==> config.mk <==
export PLATFORM = sky130hd
export DESIGN_NAME = multi_channel_soft_timer_bank_core
export DESIGN_NICKNAME = d
export VERILOG_FILES = /design/src/rtl/mcst_pkg.sv /design/src/rtl/multi_channel_soft_timer_bank_core.sv /design/src/rtl/mcst_cell.sv /design/src/rtl/mcst_divider.sv
export SDC_FILE = /design/constraint.sdc
export NUM_CORES = 2
export LEC_CHECK = 0
export BUFFER_PORTS_ARGS = -buffer_cell sky130_fd_sc_hd__buf_2
export CAP_MARGIN = 20
export CORE_MARGIN = 2
export CORE_UTILIZATION = 40
export DETAILED_ROUTE_END_ITERATION = 12
export REMOVE_ABC_BUFFERS = 1
export SETUP_SLACK_MARGIN = 0.02
export SKIP_CTS_REPAIR_TIMING = 1
export SKIP_LAST_GASP = 1
export SYNTH_ARGS = -nofsm -noshare
export SYNTH_HDL_FRONTEND = slang
export SYNTH_SLANG_ARGS = --single-unit
==> constraint.sdc <==
create_clock -name clk_i -period 21.7 [get_ports clk_i]
set_clock_uncertainty 0.05 [all_clocks]
set_input_delay 2.17 -clock clk_i [delete_from_list [all_inputs] [get_ports clk_i]]
set_output_delay 2.17 -clock clk_i [all_outputs]
set_load 0.02 [all_outputs]
==> src/rtl/mcst_pkg.sv <==
// Package: shared types, constants and command codes for the soft timer bank.
package mcst_pkg;

  localparam int NumSlots  = 16;
  localparam int TimeWidth = 32;
  localparam int SlotW     = 4;
  localparam int AmountW   = 32;
  localparam int CntW      = $clog2(TimeWidth + 1);

  typedef enum logic [2:0] {
    MODE_TICK   = 3'd0,
    MODE_ONCE   = 3'd1,
    MODE_PERIOD = 3'd2,
    MODE_STOP   = 3'd3,
    MODE_CREATE = 3'd4,
    MODE_DELETE = 3'd5
  } mode_e;

  typedef enum logic [1:0] {
    ST_OK      = 2'd0,
    ST_NOALLOC = 2'd1,
    ST_NOFREE  = 2'd2
  } status_e;

  typedef enum logic [2:0] {
    S_IDLE,
    S_SHIFT,
    S_DIV,
    S_EMIT,
    S_DONE
  } state_e;

  typedef struct packed {
    logic [2:0]         mode;
    logic [SlotW-1:0]   slot_id;
    logic [AmountW-1:0] amount_us;
  } in_t;

  typedef struct packed {
    logic [1:0]       status;
    logic [SlotW-1:0] result_slot;
    logic             fired;
    logic             last;
  } out_t;

  // One slot's state as it travels along the ring of cells.
  typedef struct packed {
    logic                 alloc;
    logic                 armed;
    logic                 periodic;
    logic [TimeWidth-1:0] period;
    logic [TimeWidth-1:0] accum;
  } slot_t;

endpackage

==> src/rtl/multi_channel_soft_timer_bank_core.sv <==
// Top level: command decoder, ring of slot cells and shared remainder unit.
// Non-tick commands: one result after the ring has rotated once, one item at a time.
// Tick: the ring rotates once through NumSlots cells, one slot per cycle while no slot
// fires; it pauses for the remainder unit on each fired slot with a non-zero period and
// to report each fired slot, and output back-pressure can stall it further.
// Reset (asynchronous, active low) frees and disarms every slot.
module multi_channel_soft_timer_bank_core (
  input  logic            clk_i,
  input  logic            rst_ni,
  input  logic            in_valid_i,
  output logic            in_ready_o,
  input  mcst_pkg::in_t   in_data_i,
  output logic            out_valid_o,
  input  logic            out_ready_i,
  output mcst_pkg::out_t  out_data_o
);

  localparam int N = mcst_pkg::NumSlots;
  localparam int W = mcst_pkg::TimeWidth;
  localparam int IW = (N > 1) ? $clog2(N) : 1;

  mcst_pkg::slot_t  ring [N];
  mcst_pkg::slot_t  feed;
  logic             shift;
  mcst_pkg::state_e state_q, state_d;
  mcst_pkg::in_t    cmd_q, cmd_d;
  logic [IW:0]      pos_q, pos_d;
  logic [4:0]       nres_q, nres_d;
  logic             hit_q, hit_d;
  mcst_pkg::out_t   res_q, res_d;
  logic             res_v_q, res_v_d;
  mcst_pkg::slot_t  hold_q, hold_d;
  logic             div_start, div_done;
  logic [W-1:0]     div_rem;
  logic [W:0]       sum;
  logic [W-1:0]     acc_new;
  logic             fire;

  // Ring of cells: the head cell feeds back into the tail
  for (genvar g = 0; g < N; g++) begin : g_cell
    mcst_cell u_cell (
      .clk_i  (clk_i),
      .rst_ni (rst_ni),
      .shift_i(shift),
      .prev_i ((g == N - 1) ? feed : ring[(g + 1) % N]),
      .slot_o (ring[g])
    );
  end

  // The divisor is taken straight from the head cell in the start cycle; the dividend is its updated accumulator
  mcst_divider u_div (
    .clk_i  (clk_i),
    .rst_ni (rst_ni),
    .start_i(div_start),
    .num_i  (acc_new),
    .den_i  (ring[0].period),
    .done_o (div_done),
    .rem_o  (div_rem)
  );

  // Head cell update for the current command
  always_comb begin
    sum     = {1'b0, ring[0].accum} + {1'b0, cmd_q.amount_us[W-1:0]};
    acc_new = sum[W] ? '1 : sum[W-1:0];
    fire    = ring[0].alloc && ring[0].armed && (acc_new >= ring[0].period);
  end

  always_ff @(posedge clk_i or negedge rst_ni) begin
    if (!rst_ni) begin
      state_q <= mcst_pkg::S_IDLE;
      res_v_q <= 1'b0;
    end else begin
      state_q <= state_d;
      res_v_q <= res_v_d;
    end
  end

  always_ff @(posedge clk_i) begin
    cmd_q  <= cmd_d;
    pos_q  <= pos_d;
    nres_q <= nres_d;
    hit_q  <= hit_d;
    res_q  <= res_d;
    hold_q <= hold_d;
  end

  // Sequencer
  always_comb begin
    state_d   = state_q;
    cmd_d     = cmd_q;
    pos_d     = pos_q;
    nres_d    = nres_q;
    hit_d     = hit_q;
    res_d     = res_q;
    res_v_d   = res_v_q;
    hold_d    = hold_q;
    shift     = 1'b0;
    feed      = ring[0];
    div_start = 1'b0;
    in_ready_o = (state_q == mcst_pkg::S_IDLE) && !res_v_q;
    if (out_valid_o && out_ready_i) res_v_d = 1'b0;
    unique case (state_q)
      mcst_pkg::S_IDLE: begin
        if (in_valid_i && in_ready_o) begin
          cmd_d   = in_data_i;
          pos_d   = '0;
          nres_d  = '0;
          hit_d   = 1'b0;
          res_d   = '0;
          state_d = mcst_pkg::S_SHIFT;
        end
      end
      mcst_pkg::S_SHIFT: begin
        if (pos_q == (IW + 1)'(N)) begin
          state_d = mcst_pkg::S_DONE;
        end else begin
          shift = 1'b1;
          pos_d = pos_q + 1'b1;
          case (cmd_q.mode)
            mcst_pkg::MODE_TICK: begin
              if (ring[0].alloc) feed.accum = acc_new;
              if (fire) begin
                feed.accum = '0;
                if (!ring[0].periodic) feed.armed = 1'b0;
                if (ring[0].period != '0) begin
                  shift     = 1'b0;
                  pos_d     = pos_q;
                  hold_d    = ring[0];
                  hold_d.accum = acc_new;
                  div_start = 1'b1;
                  state_d   = mcst_pkg::S_DIV;
                end else if (nres_q != 5'd16) begin
                  shift   = 1'b0;
                  pos_d   = pos_q;
                  hold_d  = feed;
                  state_d = mcst_pkg::S_EMIT;
                end
              end
            end
            mcst_pkg::MODE_CREATE: begin
              if (!ring[0].alloc && !hit_q) begin
                feed  = '0;
                feed.alloc = 1'b1;
                hit_d = 1'b1;
                res_d.result_slot = pos_q[mcst_pkg::SlotW-1:0];
              end
            end
            default: begin
              if ((IW + 1)'(cmd_q.slot_id) == pos_q && ring[0].alloc) begin
                hit_d = 1'b1;
                case (cmd_q.mode) inside
                  mcst_pkg::MODE_ONCE, mcst_pkg::MODE_PERIOD: begin
                    feed.period   = cmd_q.amount_us[W-1:0];
                    feed.periodic = (cmd_q.mode == mcst_pkg::MODE_PERIOD);
                    feed.accum    = '0;
                    feed.armed    = 1'b1;
                  end
                  mcst_pkg::MODE_STOP: feed.armed = 1'b0;
                  mcst_pkg::MODE_DELETE: feed = '0;
                  default: feed = ring[0];
                endcase
              end
            end
          endcase
        end
      end
      mcst_pkg::S_DIV: begin
        if (div_done) begin
          hold_d.accum = div_rem;
          if (!hold_q.periodic) hold_d.armed = 1'b0;
          if (nres_q != 5'd16) begin
            state_d = mcst_pkg::S_EMIT;
          end else begin
            feed.accum = div_rem;
            feed.armed = hold_q.periodic ? hold_q.armed : 1'b0;
            shift   = 1'b1;
            pos_d   = pos_q + 1'b1;
            state_d = mcst_pkg::S_SHIFT;
          end
        end
      end
      mcst_pkg::S_EMIT: begin
        // Fired slot reported; last is set when no later slot fires
        if (!res_v_q || out_ready_i) begin
          res_v_d = 1'b1;
          res_d   = '0;
          res_d.result_slot = pos_q[mcst_pkg::SlotW-1:0];
          res_d.fired = 1'b1;
          nres_d  = nres_q + 1'b1;
          feed    = hold_q;
          shift   = 1'b1;
          pos_d   = pos_q + 1'b1;
          state_d = mcst_pkg::S_SHIFT;
        end
      end
      mcst_pkg::S_DONE: begin
        if (!res_v_q || out_ready_i) begin
          res_v_d = 1'b1;
          res_d.last = 1'b1;
          if (cmd_q.mode == mcst_pkg::MODE_TICK) begin
            if (nres_q != '0) res_v_d = 1'b0;
            res_d.fired = 1'b0;
            res_d.result_slot = '0;
            res_d.status = mcst_pkg::ST_OK;
          end else if (cmd_q.mode == mcst_pkg::MODE_CREATE) begin
            res_d.status = hit_q ? mcst_pkg::ST_OK : mcst_pkg::ST_NOFREE;
          end else if (cmd_q.mode == mcst_pkg::MODE_ONCE || cmd_q.mode == mcst_pkg::MODE_PERIOD
                    || cmd_q.mode == mcst_pkg::MODE_STOP || cmd_q.mode == mcst_pkg::MODE_DELETE) begin
            res_d.result_slot = cmd_q.slot_id;
            res_d.status = hit_q ? mcst_pkg::ST_OK : mcst_pkg::ST_NOALLOC;
          end
          state_d = mcst_pkg::S_IDLE;
        end
      end
      default: state_d = mcst_pkg::S_IDLE;
    endcase
  end

  // Last flag on a fired report is decided late: hold it until the tick ends
  mcst_pkg::out_t shown;

  always_comb begin
    shown = res_q;
    if (res_q.fired && cmd_q.mode == mcst_pkg::MODE_TICK) begin
      shown.last = (state_q == mcst_pkg::S_DONE) || (state_q == mcst_pkg::S_IDLE);
    end
  end

  // A fired beat is shown only once it is known whether another follows
  assign out_valid_o = res_v_q && (!res_q.fired || (state_q == mcst_pkg::S_DONE)
                       || (state_q == mcst_pkg::S_IDLE) || (state_q == mcst_pkg::S_EMIT));
  assign out_data_o  = shown;

endmodule

==> src/rtl/mcst_cell.sv <==
// Cell: holds one timer slot and passes it to the next cell when shifting.
module mcst_cell (
  input  logic          clk_i,
  input  logic          rst_ni,
  input  logic          shift_i,
  input  mcst_pkg::slot_t prev_i,
  output mcst_pkg::slot_t slot_o
);

  mcst_pkg::slot_t slot_q;

  // The whole slot resets to zero; period and accumulator are also cleared by a create
  always_ff @(posedge clk_i or negedge rst_ni) begin
    if (!rst_ni) begin
      slot_q <= '0;
    end else if (shift_i) begin
      slot_q <= prev_i;
    end
  end

  assign slot_o = slot_q;

endmodule

==> src/rtl/mcst_divider.sv <==
// Restoring remainder unit: one quotient bit per cycle.
module mcst_divider (
  input  logic                           clk_i,
  input  logic                           rst_ni,
  input  logic                           start_i,
  input  logic [mcst_pkg::TimeWidth-1:0] num_i,
  input  logic [mcst_pkg::TimeWidth-1:0] den_i,
  output logic                           done_o,
  output logic [mcst_pkg::TimeWidth-1:0] rem_o
);

  localparam int W = mcst_pkg::TimeWidth;

  logic [W-1:0]                num_q, num_d;
  logic [W-1:0]                rem_q, rem_d;
  logic [W-1:0]                den_q, den_d;
  logic [mcst_pkg::CntW-1:0]   cnt_q, cnt_d;
  logic                        busy_q, busy_d;
  logic [W:0]                  trial;

  always_comb begin
    num_d  = num_q;
    rem_d  = rem_q;
    den_d  = den_q;
    cnt_d  = cnt_q;
    busy_d = busy_q;
    trial  = {rem_q, num_q[W-1]};
    if (start_i) begin
      num_d  = num_i;
      den_d  = den_i;
      rem_d  = '0;
      cnt_d  = mcst_pkg::CntW'(W);
      busy_d = 1'b1;
    end else if (busy_q) begin
      if (trial >= {1'b0, den_q}) begin
        rem_d = W'(trial - {1'b0, den_q});
      end else begin
        rem_d = trial[W-1:0];
      end
      num_d = {num_q[W-2:0], 1'b0};
      cnt_d = cnt_q - 1'b1;
      if (cnt_q == mcst_pkg::CntW'(1)) begin
        busy_d = 1'b0;
      end
    end
  end

  always_ff @(posedge clk_i or negedge rst_ni) begin
    if (!rst_ni) begin
      busy_q <= 1'b0;
      cnt_q  <= '0;
    end else begin
      busy_q <= busy_d;
      cnt_q  <= cnt_d;
    end
  end

  always_ff @(posedge clk_i) begin
    num_q <= num_d;
    rem_q <= rem_d;
    den_q <= den_d;
  end

  assign done_o = busy_q && (cnt_q == mcst_pkg::CntW'(1));
  assign rem_o  = rem_d;

endmodule

==> reports/results.tsv <==
stage	metric	value	unit
clock_network	Worst-Skew Late Latency	780	ps
global_routing	number of global-route vias before repair	39620	
clock_network	Clock Path Buffers	3	
synthesis	Post-synth top flop	dfrtp_1	
synthesis	post-synthesis sequential area ratio	60.10	%
placed_design	Port Buf Inserts	52	
synthesis	synth warn	0	
final_layout	final core utilization	44.92	%
power_and_ir_drop	total power	9.282	mW
clock_network	Num Clock Sinks	1304	
synthesis	Syn Inst Count	6089	
power_and_ir_drop	NetSw	3.782	mW
sta	Max-Slew Margin vs Limit	20.65	%
global_routing	global-route wire length before repair	222.8	mm
floorplan	Core Area	0.1377	mm²
sta	setup total negative slack	0	ps
synthesis	synth cell count leaders	nand2_1, dfrtp_1, nor2_1	
clock_network	Worst-path clk slew	60	ps
sta	RSZ-0062 raised after global routing	no	
routing	WL per Instance	17.43	µm
clock_network	root buf cell	clkbuf_16	
power_and_ir_drop	sw frac	40.75	%
sta	part of the cycle the worst path needs	46.13	%
placed_design	placed cell area	0.05716	mm²
synthesis	count of flip-flops with a built-in enable after synthesis	189	
clock_network	CTS Buf Count	139	
routing	uppermost layer routed	met5	
synthesis	area share of the largest cell type after synthesis	48.74	%
sta	fin crit period	10010	ps
routing	drt total wl	137.9	mm
worst_setup_path	crit end category	register	
placed_design	dpl hpwl	85.35	mm
final_layout	Filler cells	13260	
outcome	status	finished clean	
synthesis	Post-Syn Area	0.05560	mm²
final_layout	layout cells sized above 1	6.248	%
synthesis	Cell variety after synth	86	
clock_network	htree depth	4	
min_path	worst hold-check path type	reg -> reg	
final_layout	fin cells	7909	
power_and_ir_drop	Cell Int Power	5.500	mW
global_routing	Congestion Overflow GR	0	
routing	vias per inst	5.140	
synthesis	dominant cells by area after synthesis	dfrtp_1, nand2_1, edfxtp_1, ha_1, buf_2	
placed_design	GPL Wtd Cong	0.9402	
floorplan	initial core utilization	40.39	%
routing	TritonRoute pass-1 iters	7	
sta	final hold vios	0	
power_and_ir_drop	Logic pwr share	34.1	%
job	Max Cap Viol	0	
routing	wire length on met2	61.26	mm
synthesis	top-count cell post-synth	nand2_1	
synthesis	Seq cells post-synth	1304	
power_and_ir_drop	leak pwr	31.71	nW
routing	DRC errors left	0	
worst_setup_path	critical path class	reg -> reg	
floorplan	die area	0.1420	mm²
floorplan	die width	376.8	µm
clock_network	CTS tree	done	
placed_design	placed cell count	7651	
floorplan	io pins	53	
routing	met1 wire length	64.38	mm
power_and_ir_drop	sequential power share	40.1	%
routing	Vias	40660	
synthesis	biggest area consumer among synthesized cells	dfrtp_1	
worst_setup_path	crit path DAT	10580	ps
worst_setup_path	CP Launch Type	register	
worst_setup_path	CP Max Fanout	217	
final_layout	Final nets	6147	
final_layout	post-route cell area	0.06184	mm²
routing	DR WL met3	7.852	mm
worst_setup_path	WP data required	22260	ps
floorplan	row count	136	
final_layout	Storage cell area	0.03342	mm²
power_and_ir_drop	VDD IR max	0.2209	mV
sta	final setup fails	0	
synthesis	Async SR Flop Fraction	83.05	%
floorplan	die height	376.8	µm
sta	fin. max-slew vios	0	
routing	Final ANT Viol Nets	0	
sta	fmax	99.90	MHz
synthesis	synthesized area per cell	9.132	µm²
global_routing	GRT Total Usage	19.61	%
global_routing	initial antenna violation count	2	
routing	Initial DRC Count	4080	
final_layout	Layout area overhead	11.22	%
power_and_ir_drop	Power per Cell Area	150.1	mW/mm²
global_routing	largest net degree at the start of global routing	253	
sta	Slew @ Worst Pin	1190	ps
power_and_ir_drop	Clock power frac	25.8	%
final_layout	area of the multi-input gates	0.02026	mm²
through the flow:
step | worst slack [ps] | hold slack, ps
floorplan | -42620 | 380.0
global placement | 12140 | 395.7
finish | 11690 | 398.6
global route | 11180 | 410.8
CTS | 11980 | 397.0
detailed placement | 11990 | 395.6
final timing paths:
kind                                                              start                                      end  slack (ps)  cells after the start
min in group asynchronous                                        rst_ni  g_cell[9].u_cell.slot_o[31]$_DFFE_PN0P_        1390                      1
worst min-delay path            g_cell[2].u_cell.slot_o[46]$_DFFE_PN0P_  g_cell[1].u_cell.slot_o[46]$_DFFE_PN0P_         400                      2
worst max-delay path                                 cmd_q[0]$_DFFE_PP_  g_cell[15].u_cell.slot_o[3]$_DFFE_PN0P_       11690                     23
worst max register to register                       cmd_q[0]$_DFFE_PP_  g_cell[15].u_cell.slot_o[3]$_DFFE_PN0P_       11690                     23
max in group asynchronous                                        rst_ni  g_cell[8].u_cell.slot_o[36]$_DFFE_PN0P_       16440                      6
worst min register to register  g_cell[2].u_cell.slot_o[46]$_DFFE_PN0P_  g_cell[1].u_cell.slot_o[46]$_DFFE_PN0P_         400                      2
area by class of cell:
cell class,instances,share of cell area [%]
flip-flops and latches,1304,54.04
multi-input cells,4319,32.77
clock buffers,205,6.652
well taps,1794,3.630
repair buffers,109,1.315
clock inverters,50,0.8234
inverters,127,0.7708
diodes,1,0.004046
power by group through the flow:
stage / logic (mW) / registers (mW) / clock network (mW)
final: 3.17 / 3.72 / 2.39
after global routing: 3.60 / 3.82 / 2.56
after CTS: 3.18 / 3.73 / 2.46
after detailed placement: 3.17 / 3.76 / 0
after global placement: 3.13 / 3.75 / 0
after floorplan: 2.91 / 3.79 / 0
worst max-delay path, stage by stage (launching register included):
cell	delay [ps]
edfxtp_1	380
ha_1	260
fa_1	450
a211oi_1	310
o21ai_0	310
a21oi_1	390
o21bai_1	250
a31o_2	490
nor2_1	720
ha_1	350
nand2b_1	160
a21o_1	180
a211oi_1	230
o31a_1	300
o21ai_0	330
o21ai_1	220
buf_4	230
o32a_2	660
buf_4	530
buf_12	530
buf_4	890
buf_4	710
mux2i_1	260
o211ai_1	110
routing by layer:
metal / GRT usage (%) / up-vias
met5: 0 / -
met4: 6.951 / 2
met3: 3.492 / 258
met2: 29.66 / 1036
met1: 28.28 / 19890
li1: - / 19480
cells by family (layout without fill, tap and decap cells):
kind of cell               Yosys count  count (layout)  share of synthesized area, %
adders and majority gates          104             104                         2.367
xor gates and xnor gates            61              61                        0.9609
and+or+nand+nor                   3478            3478                         24.32
AOI/OAI and AO/OA                  641             641                         8.006
other                                0               1                             0
buffers and inverters              466             491                         3.600
muxes                               35              35                        0.6503
DFF                               1304            1304                         60.10
registers in the layout (all words and copies together) (netlist names):
signal                flops
res_q                     1
res_v_q                   1
u_div.cnt_q               6
out_data_o                7
u_div.den_q              32
u_div.rem_q              32
nres_q                    5
state_q                   3
pos_q                     5
hold_q                   67
g_cell.u_cell.slot_o   1072
u_div.busy_q              1
u_div.num_q              32
hit_q                     1
cmd_q                    39
layout by cell type (no fill, tap or decap), types with 23 or more instances in the layout:
master	netlist	final
a21o_1	40	40
a21oi_1	120	120
a222oi_1	41	41
a22o_1	56	56
a31oi_1	31	31
buf_2	156	51
buf_4	9	49
clkbuf_1	166	34
clkbuf_16	0	145
clkbuf_8	0	26
dfrtp_1	1083	1082
dfxtp_1	32	32
edfxtp_1	189	189
ha_1	102	102
inv_1	126	126
mux2i_1	26	25
nand2_1	3082	3082
nand3_1	31	30
nor2_1	202	201
nor3_1	26	23
o21ai_0	133	131
o22ai_1	30	30
xnor2_1	33	33
xor2_1	28	28
(Power assumes the default switching activity.)
